==> config.mk <==
export PLATFORM = sky130hd
export DESIGN_NAME = failed_login_lockout_table
export DESIGN_NICKNAME = d
export VERILOG_FILES = /design/src/hdl/flt_pkg.sv /design/src/hdl/flt_ctrl.sv /design/src/hdl/flt_datapath.sv /design/src/hdl/failed_login_lockout_table.sv
export SDC_FILE = /design/constraint.sdc
export NUM_CORES = 2
export LEC_CHECK = 0
export BUFFER_PORTS_ARGS = -buffer_cell sky130_fd_sc_hd__clkbuf_2
export CAP_MARGIN = 20
export CORE_MARGIN = 2
export CORE_UTILIZATION = 50
export CTS_CLUSTER_SIZE = 14
export DETAILED_ROUTE_END_ITERATION = 10
export GPL_ROUTABILITY_DRIVEN = 1
export PLACE_DENSITY = 0.75
export SLEW_MARGIN = 20
export SYNTH_ARGS = -nofsm -noshare
export SYNTH_HDL_FRONTEND = slang
export SYNTH_SLANG_ARGS = --single-unit
==> constraint.sdc <==
create_clock -name clk -period 11.3 [get_ports clk]
set_input_delay 2.26 -clock clk [delete_from_list [all_inputs] [get_ports clk]]
set_output_delay 2.26 -clock clk [all_outputs]
set_load 0.03 [all_outputs]
==> src/hdl/flt_pkg.sv <==
package flt_pkg;

    localparam int CFG_INDEX_BITS = 2;
    localparam int CFG_DATA_BITS  = 16;
    localparam int COUNT_BITS     = 16;
    localparam int TIME_BITS      = 32;
    localparam int IN_KEY_BITS    = 32;
    localparam int OUTCOME_BITS   = 2;
    // 65535 minutes * 60 fits in 22 bits
    localparam int WIN_BITS       = 22;

    localparam logic [CFG_INDEX_BITS-1:0] REG_REFUSE_MINUTES = 2'd0;
    localparam logic [CFG_INDEX_BITS-1:0] REG_FAIL_THRESHOLD = 2'd1;
    localparam logic [CFG_INDEX_BITS-1:0] REG_SECURE_MODE    = 2'd2;

    localparam logic [OUTCOME_BITS-1:0] OUTCOME_SUCCESS = 2'd0;
    localparam logic [OUTCOME_BITS-1:0] OUTCOME_FAILURE = 2'd1;

    localparam logic [COUNT_BITS-1:0] COUNT_MAX = '1;

    typedef enum logic [2:0] {
        ST_CLEAR,
        ST_IDLE,
        ST_SCAN,
        ST_DRAIN,
        ST_EVAL,
        ST_FINISH
    } state_t;

    typedef struct packed {
        logic load;
        logic scan;
        logic clear_wr;
        logic eval;
        logic finish;
    } cmd_t;

    typedef struct packed {
        logic idx_last;
    } status_t;

endpackage

==> src/hdl/flt_ctrl.sv <==
module flt_ctrl
    import flt_pkg::*;
(
    input  logic    clk,
    input  logic    rst_n,
    input  logic    start,
    input  status_t status,
    output cmd_t    cmd,
    output logic    busy,
    output logic    done
);

    state_t state_reg;
    state_t state_next;

    always_ff @(posedge clk or negedge rst_n)
    begin
        if (!rst_n)
        begin
            state_reg <= ST_CLEAR;
        end
        else
        begin
            state_reg <= state_next;
        end
    end

    always_comb
    begin
        state_next = state_reg;
        case (state_reg)
            ST_CLEAR:
            begin
                if (status.idx_last)
                begin
                    state_next = ST_IDLE;
                end
            end
            ST_IDLE:
            begin
                if (start)
                begin
                    state_next = ST_SCAN;
                end
            end
            ST_SCAN:
            begin
                if (status.idx_last)
                begin
                    state_next = ST_DRAIN;
                end
            end
            ST_DRAIN:  state_next = ST_EVAL;
            ST_EVAL:   state_next = ST_FINISH;
            ST_FINISH: state_next = ST_IDLE;
            default:   state_next = ST_CLEAR;
        endcase
    end

    always_comb
    begin
        cmd  = '0;
        busy = 1'b1;
        done = 1'b0;
        case (state_reg)
            ST_CLEAR: cmd.clear_wr = 1'b1;
            ST_IDLE:
            begin
                busy     = 1'b0;
                cmd.load = start;
            end
            ST_SCAN:  cmd.scan = 1'b1;
            ST_DRAIN: cmd = '0;
            ST_EVAL:  cmd.eval = 1'b1;
            ST_FINISH:
            begin
                cmd.finish = 1'b1;
                done       = 1'b1;
            end
            default:  cmd = '0;
        endcase
    end

endmodule

==> src/hdl/flt_datapath.sv <==
module flt_datapath
    import flt_pkg::*;
#(
    parameter int TABLE_ENTRIES = 16,
    parameter int KEY_BITS      = 32
)
(
    input  logic                      clk,
    input  logic                      rst_n,
    input  cmd_t                      cmd,
    output status_t                   status,
    input  logic                      cfg_we,
    input  logic [CFG_INDEX_BITS-1:0] cfg_index,
    input  logic [CFG_DATA_BITS-1:0]  cfg_data,
    input  logic [IN_KEY_BITS-1:0]    user_key,
    input  logic [OUTCOME_BITS-1:0]   outcome,
    input  logic [TIME_BITS-1:0]      now_seconds,
    output logic                      refused,
    output logic [COUNT_BITS-1:0]     fail_total,
    output logic                      table_full
);

    localparam int IW = (TABLE_ENTRIES > 1) ? $clog2(TABLE_ENTRIES) : 1;
    localparam logic [IW-1:0] IDX_LAST = IW'(TABLE_ENTRIES - 1);

    // table storage
    logic                  valid_mem [TABLE_ENTRIES];
    logic [KEY_BITS-1:0]   key_mem   [TABLE_ENTRIES];
    logic [COUNT_BITS-1:0] count_mem [TABLE_ENTRIES];
    logic [TIME_BITS-1:0]  last_mem  [TABLE_ENTRIES];

    logic                  rd_valid_reg;
    logic [KEY_BITS-1:0]   rd_key_reg;
    logic [COUNT_BITS-1:0] rd_count_reg;
    logic [TIME_BITS-1:0]  rd_last_reg;

    logic                  mem_we;
    logic [IW-1:0]         wr_idx;
    logic                  wr_valid;
    logic [COUNT_BITS-1:0] wr_count;
    logic [TIME_BITS-1:0]  wr_last;

    // config
    logic [CFG_DATA_BITS-1:0] refuse_minutes_reg;
    logic [CFG_DATA_BITS-1:0] fail_threshold_reg;
    logic                     secure_mode_reg;

    // latched input word
    logic [KEY_BITS-1:0]     key_reg;
    logic [OUTCOME_BITS-1:0] outcome_reg;
    logic [TIME_BITS-1:0]    now_reg;

    logic [IW-1:0] idx_reg;
    logic          rd_vld_reg;
    logic [IW-1:0] rd_idx_reg;

    logic                  hit_reg;
    logic [IW-1:0]         hit_idx_reg;
    logic [COUNT_BITS-1:0] hit_count_reg;
    logic [TIME_BITS-1:0]  hit_last_reg;
    logic                  free_reg;
    logic [IW-1:0]         free_idx_reg;

    logic          ins_pending_reg;
    logic [IW-1:0] ins_idx_reg;

    logic                  refused_reg;
    logic [COUNT_BITS-1:0] fail_total_reg;
    logic                  table_full_reg;

    assign status.idx_last = (idx_reg == IDX_LAST);

    always_ff @(posedge clk or negedge rst_n)
    begin
        if (!rst_n)
        begin
            refuse_minutes_reg <= '0;
            fail_threshold_reg <= '0;
            secure_mode_reg    <= 1'b0;
        end
        else if (cfg_we)
        begin
            case (cfg_index)
                REG_REFUSE_MINUTES: refuse_minutes_reg <= cfg_data;
                REG_FAIL_THRESHOLD: fail_threshold_reg <= cfg_data;
                REG_SECURE_MODE:    secure_mode_reg    <= cfg_data[0];
                default:            ;
            endcase
        end
    end

    // index counter, shared by the clearing sweep and the search
    always_ff @(posedge clk or negedge rst_n)
    begin
        if (!rst_n)
        begin
            idx_reg    <= '0;
            rd_vld_reg <= 1'b0;
        end
        else
        begin
            rd_vld_reg <= cmd.scan;
            if (cmd.load)
            begin
                idx_reg <= '0;
            end
            else if (cmd.scan || cmd.clear_wr)
            begin
                idx_reg <= status.idx_last ? '0 : idx_reg + 1'b1;
            end
        end
    end

    always_ff @(posedge clk)
    begin
        rd_idx_reg <= idx_reg;
        if (cmd.load)
        begin
            key_reg     <= KEY_BITS'(user_key);
            outcome_reg <= outcome;
            now_reg     <= now_seconds;
        end
    end

    always_ff @(posedge clk)
    begin
        rd_valid_reg <= valid_mem[idx_reg];
        rd_key_reg   <= key_mem[idx_reg];
        rd_count_reg <= count_mem[idx_reg];
        rd_last_reg  <= last_mem[idx_reg];
        if (mem_we)
        begin
            valid_mem[wr_idx] <= wr_valid;
            key_mem[wr_idx]   <= key_reg;
            count_mem[wr_idx] <= wr_count;
            last_mem[wr_idx]  <= wr_last;
        end
    end

    // first matching entry and lowest free entry
    always_ff @(posedge clk or negedge rst_n)
    begin
        if (!rst_n)
        begin
            hit_reg  <= 1'b0;
            free_reg <= 1'b0;
        end
        else if (cmd.load)
        begin
            hit_reg  <= 1'b0;
            free_reg <= 1'b0;
        end
        else if (rd_vld_reg)
        begin
            if (rd_valid_reg && (rd_key_reg == key_reg) && !hit_reg)
            begin
                hit_reg <= 1'b1;
            end
            if (!rd_valid_reg && !free_reg)
            begin
                free_reg <= 1'b1;
            end
        end
    end

    always_ff @(posedge clk)
    begin
        if (rd_vld_reg && rd_valid_reg && (rd_key_reg == key_reg) && !hit_reg)
        begin
            hit_idx_reg   <= rd_idx_reg;
            hit_count_reg <= rd_count_reg;
            hit_last_reg  <= rd_last_reg;
        end
        if (rd_vld_reg && !rd_valid_reg && !free_reg)
        begin
            free_idx_reg <= rd_idx_reg;
        end
    end

    // decision
    logic [WIN_BITS-1:0]   window;
    logic [COUNT_BITS:0]   threshold;
    logic [TIME_BITS-1:0]  elapsed;
    logic                  is_fail;
    logic                  is_succ;
    logic                  active;
    logic                  over;
    logic                  in_window;
    logic                  refuse;
    logic                  stale;
    logic                  live;
    logic [COUNT_BITS-1:0] count_inc;
    logic                  can_insert;
    logic [IW-1:0]         ins_idx;
    logic                  need_insert;
    logic                  ev_we;
    logic                  ev_update;
    logic [COUNT_BITS-1:0] total;

    always_comb
    begin
        window    = (WIN_BITS'(refuse_minutes_reg) << 6) - (WIN_BITS'(refuse_minutes_reg) << 2);
        threshold = secure_mode_reg ? {fail_threshold_reg, 1'b0} : {1'b0, fail_threshold_reg};
        elapsed   = (now_reg >= hit_last_reg) ? now_reg - hit_last_reg : '0;
        is_fail   = (outcome_reg == OUTCOME_FAILURE);
        is_succ   = (outcome_reg == OUTCOME_SUCCESS);
        active    = is_fail || is_succ;
        over      = ({1'b0, hit_count_reg} >= threshold);
        in_window = (elapsed < TIME_BITS'(window));
        refuse    = active && hit_reg && over && in_window;
        // at/over threshold: stale once the window is reached; under: once exceeded
        stale     = active && hit_reg && !refuse
                    && (over ? !in_window : (elapsed > TIME_BITS'(window)));
        live      = hit_reg && !stale;
        count_inc = (hit_count_reg == COUNT_MAX) ? hit_count_reg : hit_count_reg + 1'b1;

        can_insert = free_reg || stale;
        if (stale && (!free_reg || (hit_idx_reg < free_idx_reg)))
        begin
            ins_idx = hit_idx_reg;
        end
        else
        begin
            ins_idx = free_idx_reg;
        end
        need_insert = is_fail && !refuse && !live && can_insert;

        ev_update = is_fail && !refuse && live;
        ev_we     = stale || ev_update || (is_succ && !refuse && live);

        total = '0;
        if (!active)
        begin
            total = hit_reg ? hit_count_reg : '0;
        end
        else if (refuse)
        begin
            total = hit_count_reg;
        end
        else if (ev_update)
        begin
            total = count_inc;
        end
        else if (need_insert)
        begin
            total = COUNT_BITS'(1);
        end
    end

    always_comb
    begin
        mem_we   = 1'b0;
        wr_idx   = idx_reg;
        wr_valid = 1'b0;
        wr_count = '0;
        wr_last  = '0;
        if (cmd.clear_wr)
        begin
            mem_we = 1'b1;
        end
        else if (cmd.eval)
        begin
            mem_we   = ev_we;
            wr_idx   = hit_idx_reg;
            wr_valid = ev_update;
            wr_count = count_inc;
            wr_last  = now_reg;
        end
        else if (cmd.finish)
        begin
            mem_we   = ins_pending_reg;
            wr_idx   = ins_idx_reg;
            wr_valid = 1'b1;
            wr_count = COUNT_BITS'(1);
            wr_last  = now_reg;
        end
    end

    always_ff @(posedge clk or negedge rst_n)
    begin
        if (!rst_n)
        begin
            ins_pending_reg <= 1'b0;
        end
        else if (cmd.eval)
        begin
            ins_pending_reg <= need_insert;
        end
        else if (cmd.finish)
        begin
            ins_pending_reg <= 1'b0;
        end
    end

    always_ff @(posedge clk)
    begin
        if (cmd.eval)
        begin
            ins_idx_reg    <= ins_idx;
            refused_reg    <= refuse;
            fail_total_reg <= total;
            table_full_reg <= is_fail && !refuse && !live && !can_insert;
        end
    end

    assign refused    = refused_reg;
    assign fail_total = fail_total_reg;
    assign table_full = table_full_reg;

endmodule

==> src/hdl/failed_login_lockout_table.sv <==
// Failed-login lockout table.
// Input: a word (user_key, outcome, now_seconds) is taken at a rising edge with
// start high and busy low. busy stays high until the result has been shown.
// Output: refused, fail_total and table_full are valid while done is high,
// for exactly one cycle; the receiver cannot stall, so nothing waits on it.
// Configuration: cfg_we writes cfg_data into register cfg_index
// (0 refuse_minutes, 1 fail_threshold, 2 secure_mode) at once; write while idle.
// Operation: each event runs a linear search of the table memory, one entry
// per cycle through its single registered read port, then a drain state, an
// evaluate state and a finish state that holds the insert write; the block
// returns to idle before the next start is taken.
// Reset: config registers go to zero, then a clearing pass over all TABLE_ENTRIES
// entries marks every entry free; busy is high during the pass.
module failed_login_lockout_table
    import flt_pkg::*;
#(
    parameter int TABLE_ENTRIES = 16,
    parameter int KEY_BITS      = 32
)
(
    input  logic                      clk,
    input  logic                      rst_n,
    input  logic                      start,
    output logic                      busy,
    input  logic [IN_KEY_BITS-1:0]    user_key,
    input  logic [OUTCOME_BITS-1:0]   outcome,
    input  logic [TIME_BITS-1:0]      now_seconds,
    output logic                      done,
    output logic                      refused,
    output logic [COUNT_BITS-1:0]     fail_total,
    output logic                      table_full,
    input  logic                      cfg_we,
    input  logic [CFG_INDEX_BITS-1:0] cfg_index,
    input  logic [CFG_DATA_BITS-1:0]  cfg_data
);

    cmd_t    cmd;
    status_t status;

    flt_ctrl u_ctrl (
        .clk    (clk),
        .rst_n  (rst_n),
        .start  (start),
        .status (status),
        .cmd    (cmd),
        .busy   (busy),
        .done   (done)
    );

    flt_datapath #(
        .TABLE_ENTRIES (TABLE_ENTRIES),
        .KEY_BITS      (KEY_BITS)
    ) u_datapath (
        .clk         (clk),
        .rst_n       (rst_n),
        .cmd         (cmd),
        .status      (status),
        .cfg_we      (cfg_we),
        .cfg_index   (cfg_index),
        .cfg_data    (cfg_data),
        .user_key    (user_key),
        .outcome     (outcome),
        .now_seconds (now_seconds),
        .refused     (refused),
        .fail_total  (fail_total),
        .table_full  (table_full)
    );

endmodule

# [After elaboration in Yosys (flattened, before gate mapping)]
# Memory sizes are Yosys's and may differ from the RTL's. A register that Yosys moved wholly into a read port is not among the register bits.
# Index checks and enable logic that the tools add are counted.
[word_totals] register_bits=192 ram_bits=1296 inputBits=88 out_inout_bits=20 elab_cells=146 n_memories=4
[op_classes] n_addsub=4 order_cmp=5 n_eq_ne=14 mux=48 reduce_logical=50
[memory_table] memory="u_datapath.key_mem" words=16 word_bits=32 rd=1 rd_clocked_by_memory_dff=1 wr=1 line="flt_datapath.sv:28" rtl="logic [KEY_BITS-1:0] key_mem [TABLE_ENTRIES];"
[memory_table] memory="u_datapath.last_mem" words=16 word_bits=32 rd=1 rd_clocked_by_memory_dff=1 wr=1 line="flt_datapath.sv:30" rtl="logic [TIME_BITS-1:0] last_mem [TABLE_ENTRIES];"
[memory_table] memory="u_datapath.count_mem" words=16 word_bits=16 rd=1 rd_clocked_by_memory_dff=1 wr=1 line="flt_datapath.sv:29" rtl="logic [COUNT_BITS-1:0] count_mem [TABLE_ENTRIES];"
[memory_table] memory="u_datapath.valid_mem" words=16 word_bits=1 rd=1 rd_clocked_by_memory_dff=1 wr=1 line="flt_datapath.sv:27" rtl="logic valid_mem [TABLE_ENTRIES];"
[ops] op="$mux W32" count=4
[ops] op="$mux W16" count=7
[ops] op="$eq A32 B32 Y1" count=1
[ops] op="$ge A32 B32 Y1" count=1
[ops] op="$gt A32 B22 Y1" count=1
[ops] op="$lt A32 B22 Y1" count=1
[ops] op="$sub A32 B32 Y32" count=1
[ops] op="$mux W4" count=7
[ops] op="$mux W1" count=25
[ops] op="$logic_and A1 B1 Y1" count=22
[ops] op="$sub A22 B18 Y22" count=1
[ops] op="$pmux W3 S6" count=1
[ops] op="$ge A16 B17 Y1" count=1
[ops] op="$mux W17" count=1
[ops] op="$add A16 B1 Y16 const B" count=1
[ops] op="$eq A16 B16 Y1 const B" count=1
[ops] op="$reduce_and A2 Y1" count=5
[ops] op="$reduce_bool A2 Y1" count=5
[ops] op="$mux W3" count=3
[ops] op="$logic_not A1 Y1" count=8
[ops] op="$eq A3 B2 Y1 const B" count=2
[ops] op="$eq A3 B3 Y1 const B" count=2
[ops] op="$logic_or A1 B1 Y1" count=6
[ops] op="$add A4 B1 Y4 const B" count=1
[ops] op="other kinds (10)" count=13

# [Longest topological paths before layout]
[depth] ltp_word=17 ltp_mapped=27

# [Modules after synthesis]
# From an unflattened synthesis, not the netlist that was laid out.
[unflattened] hier_cells=3052 area_unflattened_um2=62070.8
[by_module_without_submodules] mod="flt_datapath" n_inst=1 cells_each=3030 area_per_inst_um2=61879.3
[by_module_without_submodules] mod="flt_ctrl" n_inst=1 cells_each=22 area_per_inst_um2=191.4

# [Worst setup path after synthesis]
# OpenSTA, ideal clock, no wires.
[synth_path] path_kind="register -> register" from="reg u_datapath.now_reg[0]" to="mem u_datapath.count_mem[7][0], enable pin" arrival_ns=7.461 t_required_ns=10.779 setup_slack_ns=3.318 path_stages_with_launch=26 path_buffers=2 synth_period_minus_slack_ns=7.982 cell_sequence="edfxtp_1 > inv_1 > ha_1 > inv_1 > fa_1 > nand3_1 > a21oi_1 > o21ai_2 > a311oi_1 > o21a_1 > o21ai_1 > and2_1 > clkbuf_1 > buf_1 > nor2_1 > ha_1 > nand4_1 > nor2_1 > o31a_1 > o21ai_1 > or3b_1 > inv_1 > nand4_1 > a41o_1 > nand3_1 > nor2_1"
[synth_via] elab_chain_len=16 elab_cells_between_ends=23
[synth_rtl] item="start, declared" line="flt_datapath.sv:51" rtl="logic [TIME_BITS-1:0] now_reg;"
[synth_rtl] item="start signal, assigned" line="flt_datapath.sv:121" rtl="now_reg <= now_seconds;"
[synth_rtl] item="$sub A32 B32 Y32 / $ge A32 B32 Y1 (equally long branches)" line="flt_datapath.sv:204" rtl="elapsed = (now_reg >= hit_last_reg) ? now_reg - hit_last_reg : '0;"
[synth_rtl] item="$mux W32 *" line="flt_datapath.sv:204"
[synth_rtl] item="$lt A32 B22 Y1" line="flt_datapath.sv:209" rtl="in_window = (elapsed < TIME_BITS'(window));"
[synth_rtl] item="$logic_and A1 B1 Y1" line="flt_datapath.sv:210" rtl="refuse = active && hit_reg && over && in_window;"
[synth_rtl] item="$logic_not A1 Y1" line="flt_datapath.sv:212, flt_datapath.sv:228, flt_datapath.sv:229"
[synth_rtl] item="$logic_and A1 B1 Y1" line="flt_datapath.sv:212" rtl="stale = active && hit_reg && !refuse"
[synth_rtl] item="$logic_and A1 B1 Y1" line="flt_datapath.sv:213" rtl="&& (over ? !in_window : (elapsed > TIME_BITS'(window)));"
[synth_rtl] item="$logic_not A1 Y1" line="flt_datapath.sv:214" rtl="live = hit_reg && !stale;"
[synth_rtl] item="$logic_and A1 B1 Y1" line="flt_datapath.sv:214"
[synth_rtl] item="$logic_and A1 B1 Y1" line="flt_datapath.sv:228" rtl="ev_update = is_fail && !refuse && live;"
[synth_rtl] item="$logic_or A1 B1 Y1" line="flt_datapath.sv:229" rtl="ev_we = stale || ev_update || (is_succ && !refuse && live);"
[synth_rtl] item="$logic_or A1 B1 Y1 *" line="flt_datapath.sv:229"
[synth_rtl] item="$mux W1 *" line="flt_datapath.sv:261" rtl="else if (cmd.eval)"
[synth_rtl] item="$mux W1 *" line="flt_datapath.sv:257" rtl="if (cmd.clear_wr)"
[synth_rtl] item="$mux W1 *" line="flt_datapath.sv:131" rtl="if (mem_we)"
[synth_rtl] item="$mux W1 (implied by the code) *" line="flt_datapath.sv:135" rtl="count_mem[wr_idx] <= wr_count;"
[synth_rtl] item="end, declared" line="flt_datapath.sv:29"
# Mark *: on every way between the ends. The rest lies on a longest branch, timed or not.

# [Worst setup path after layout]
[layout_path] from="reg u_datapath.now_reg[0]" to="mem u_datapath.key_mem[5][13], enable pin"
[layout_via] elab_chain_len=16 elab_cells_between_ends=23
[layout_rtl] item="$sub A32 B32 Y32 / $ge A32 B32 Y1 (equally long branches)" line="flt_datapath.sv:204"
[layout_rtl] item="$mux W32 *" line="flt_datapath.sv:204"
[layout_rtl] item="$lt A32 B22 Y1" line="flt_datapath.sv:209"
[layout_rtl] item="$logic_and A1 B1 Y1" line="flt_datapath.sv:210"
[layout_rtl] item="$logic_not A1 Y1" line="flt_datapath.sv:212, flt_datapath.sv:228, flt_datapath.sv:229"
[layout_rtl] item="$logic_and A1 B1 Y1" line="flt_datapath.sv:212"
[layout_rtl] item="$logic_and A1 B1 Y1" line="flt_datapath.sv:213"
[layout_rtl] item="$logic_not A1 Y1" line="flt_datapath.sv:214"
[layout_rtl] item="$logic_and A1 B1 Y1" line="flt_datapath.sv:214"
[layout_rtl] item="$logic_and A1 B1 Y1" line="flt_datapath.sv:228"
[layout_rtl] item="$logic_or A1 B1 Y1" line="flt_datapath.sv:229"
[layout_rtl] item="$logic_or A1 B1 Y1 *" line="flt_datapath.sv:229"
[layout_rtl] item="$mux W1 *" line="flt_datapath.sv:261"
[layout_rtl] item="$mux W1 *" line="flt_datapath.sv:257"
[layout_rtl] item="$mux W1 *" line="flt_datapath.sv:131"
[layout_rtl] item="$mux W1 (implied by the code) *" line="flt_datapath.sv:134" rtl="key_mem[wr_idx] <= key_reg;"
[layout_rtl] item="end, declared" line="flt_datapath.sv:28"
# Marks and branches as above.

==> summary.txt <==
Final layout
  • # diodes: 0
  • Commonest non-fill, non-tap cell in the layout: edfxtp_1
  • Util after Layout: 56.9%
  • Nets: ~3.4k
  • Most frequent cells in the layout: edfxtp_1, mux4_2, clkbuf_16, clkbuf_2, nand2_1
  • Largest regs: u_datapath.key_mem: 512 flops, u_datapath.last_mem: 512 flops, u_datapath.count_mem: 256 flops
  • # fillers: just under 9k
  • Synth-to-layout area growth: 12.6%
  • Layout cell share with drive strength beyond 1: 25.5%
  • Design area: 69400 um2

Power and ir drop
  • PD cells: 262 nW/um2
  • Power share of the combinational group: 25.9%
  • Psw: 0.00530 W
  • Register share of total power: ~46%
  • Worst VDD drop: between 0.0002 and 0.00025 V
  • Clock network fraction of design power: 28.0%
  • LEAKAGE: about 23 nW
  • Final Power: about 0.018 W
  • P_int: about 0.013 W
  • Sw Ratio: between 20% and 30%

Floorplanning
  • I/O Pins: between 100 and 150
  • Rows: approximately 130
  • Die width: 355 um
  • Initial Util: a little over 50%
  • Core ar.: roughly 120000 um2
  • Die H: about 360 um
  • Die ar.: between 100000 and 150000 um2

Worst hold path
  • Path type of the worst min-delay path: register to register

Setup path
  • R2r startpoint: u_datapath.now_reg[0]$_DFFE_PP_
  • Critical path origin: u_datapath.now_reg[0]$_DFFE_PP_
  • R2r setup slk: around 4.1 ns
  • Worst Setup Start Kind: register
  • Worst Setup EP: u_datapath.key_mem[5][13]$_DFFE_PP_
  • WP data required: approximately 12 ns
  • CP max FO: 36
  • R2R depth: 25
  • FF-to-FF End: u_datapath.key_mem[5][13]$_DFFE_PP_
  • WS Path Type: register to register
  • CP endpoint kind: register
  • CP arrival: ~7.6 ns

Synth
  • XOR/XNOR share of the synthesized area: under 10%
  • Synth top area share: a little over two thirds
  • Simple-gate share of the synthesized area: just under 3%
  • Main flop type after synthesis: edfxtp_1
  • Synth Area in Compound Gates: 2.56%
  • Avg Inst Size Synth: 20.4 um2
  • Top cells by area, synth: edfxtp_1, mux4_2, dfxtp_1
  • Synth Area in Adders: ~1.8%
  • Cell variety after synth: 73
  • Fraction of the yosys area taken by sequential cells: about three quarters
  • Syn Inst Count: approximately 3k
  • Number of flops mapped to enable cells by yosys: 1440
  • Cell area after synthesis: just over 60000 um2
  • Synth async-reset ratio: 2.80%
  • Largest family of logic cells by synthesized area: multiplexers
  • Mux share of post-synthesis cell area: about 16%
  • Synth warn: 0
  • Number of synthesized register bits: about 1.6k
  • Yosys top cell by area: edfxtp_1
  • Syn nets: ~3.2k

STA
  • Hold slack: 0.394 ns
  • Clk_skew: ~0.053 ns
  • Slew margin rel.: 25.7%
  • Final Hold Viols: 0
  • Setup TNS: 0 ns
  • Least-Margin Pin Slew: about 1.1 ns
  • Final period utilization: around 64%
  • Fmax: approximately 140 MHz
  • RSZ-0062 raised after global routing: false
  • Pins Over Slew Limit: 0
  • Count of final setup violators: 0
  • Minimum clock period: just over 7 ns

Drt
  • Wire length per cell: around 27 um
  • DRC viols: 0
  • Via density: between 6 and 7
  • ANT nets after route: 0
  • DR iter-0 viols: around 3.6k
  • Wirelength, routed: approximately 130000 um
  • TritonRoute pass-1 iters: 6
  • Routed via count: between 30k and 40k

Global routing
  • Global-route wire length before repair: 200000 um
  • Grt ovf: 0
  • GR peak layer: met2
  • Initial antenna violation count: 6
  • Pin count of the biggest net entering global routing: around 140
  • GRT Util Overall: a little over a fifth
  • GR Layer Usage met2: around 35%
  • Grt met3 use: 3.89%
  • Vias in the first global route: 30.4k
  • Routing usage on met1: a little under a third

Clock network
  • Number of hold-repair buffers added at the cts stage: 0
  • Cts repair resizes: 0
  • Clock sink total: about 1.6k
  • Worst skew pair latency: around 0.76 ns
  • Post-CTS Setup Bufs: 0
  • H-tree lvl count: 4
  • CTS buffer count: around 150
  • CTS root buf: clkbuf_16
  • CTS tree: yes
  • Clock transition at the registers of the reported paths: 0.06 ns
  • CTS max path bufs: 3

Placed design
  • Placed cell area: roughly 64000 um2
  • Routability Congestion: between 0.8 and 0.9
  • Dpl hpwl: ~76000 um
  • IO buf count: approximately 110

Flow run
  • Max cap viols: 0

Run status
  • Status: complete, no violations
logic make-up after synthesis:
| family | Yosys count |
|---|---|
| mux | 455 |
| buf+inv | 202 |
| fa+ha+maj | 87 |
| compound gates | 256 |
| xor+xnor | 77 |
| simple gates | 370 |
| flops | 1569 |
power groups by stage:
stage	sequential, W	clock [W]	combinational, W
floorplan	0.00835	0	0.00336
global route	0.00849	0.00539	0.00501
finish	0.00839	0.00509	0.00471
detailed placement	0.00848	0	0.00471
global placement	0.00842	0	0.00466
CTS	0.00840	0.00517	0.00477
critical path: stages (launching register included):
cell and delay [ns]:
edfxtp_1 0.38, inv_1 0.07, ha_1 0.16, inv_1 0.05
fa_1 0.39, nand3_1 0.11, a21oi_1 0.11, o21ai_2 0.31
a311oi_1 0.14, o21a_1 0.19, o21ai_1 0.14, and2_1 0.59
nor2_1 0.14, ha_1 0.33, nand4_1 0.12, nor2_1 0.15
o31a_1 0.15, o21ai_1 0.07, or3b_1 0.17, inv_1 0.06
nand4_1 0.14, a41o_1 0.34, nand3_1 0.38, nor2_4 0.97
buf_4 0.67, buf_4 0.44
routing by layer:
layer  vias up  wire length (um)
li1      12700                 -
met1     15800             56300
met2      1305             65700
met3       177             10400
met4         0              2390
met5         -                 0
layout make-up:
type | instances | area [um2] | share of cell area, %
Inverter | 81 | 304 | 0.438
Multi-Input combinational cell | 1245 | 15000 | 21.6
Timing Repair Buffer | 159 | 938 | 1.35
Clock buffer | 210 | 4310 | 6.21
Clock inverter | 76 | 768 | 1.11
Sequential cell | 1569 | 46100 | 66.4
Tap cell | 1625 | 2030 | 2.93
worst min path at each step:
stage | from | to | depth (start not counted)
2_1_floorplan | u_datapath.idx_reg[2]$_DFFE_PN0P_ | u_datapath.rd_idx_reg[2]$_DFF_P_ | 0
3_3_place_gp | u_datapath.rd_last_reg[25]$_DFF_P_ | u_datapath.hit_last_reg[25]$_DFFE_PP_ | 0
3_5_place_dp | u_datapath.rd_count_reg[3]$_DFF_P_ | u_datapath.hit_count_reg[3]$_DFFE_PP_ | 0
4_1_cts | u_datapath.rd_last_reg[19]$_DFF_P_ | u_datapath.hit_last_reg[19]$_DFFE_PP_ | 0
5_1_grt | u_datapath.rd_last_reg[19]$_DFF_P_ | u_datapath.hit_last_reg[19]$_DFFE_PP_ | 0
6_report | u_datapath.rd_count_reg[8]$_DFF_P_ | u_datapath.hit_count_reg[8]$_DFFE_PP_ | 0
synthesized netlist by cell type, types with 3 or more instances:
cell      number
a211oi_1       6
a21o_1        30
a21oi_1       86
a21oi_2        4
a31oi_1       10
and2_1        38
and3_1         5
buf_1         39
buf_2          3
clkbuf_1      78
dfrtp_1       44
dfxtp_1       85
edfxtp_1    1440
ha_1          86
inv_1         81
mux2_1         4
mux2_2        19
mux2i_1       27
mux4_2       405
nand2_1       94
nand2b_1      13
nand3_1       29
nand3b_1       4
nand4_1       25
nor2_1       103
nor2b_1        9
nor3_1        19
nor3b_1        3
nor4_1         7
o211ai_1       5
o21a_1        10
o21ai_0       52
o21ai_1       18
o21bai_1       4
o31ai_1        3
or2_2          4
or3_1          4
xnor2_1       47
xor2_1        30
metrics by stage:
| stage | setup slack [ns] | instances |
|---|---|---|
| after floorplan | 3.32 | 3016 |
| after global placement | 4.24 | 4679 |
| after detailed placement | 4.14 | 4679 |
| after CTS | 4.08 | 4965 |
| after global routing | 3.52 | 4965 |
| final | 4.11 | 4965 |
No activity file was read; power rests on OpenSTA's default activity.
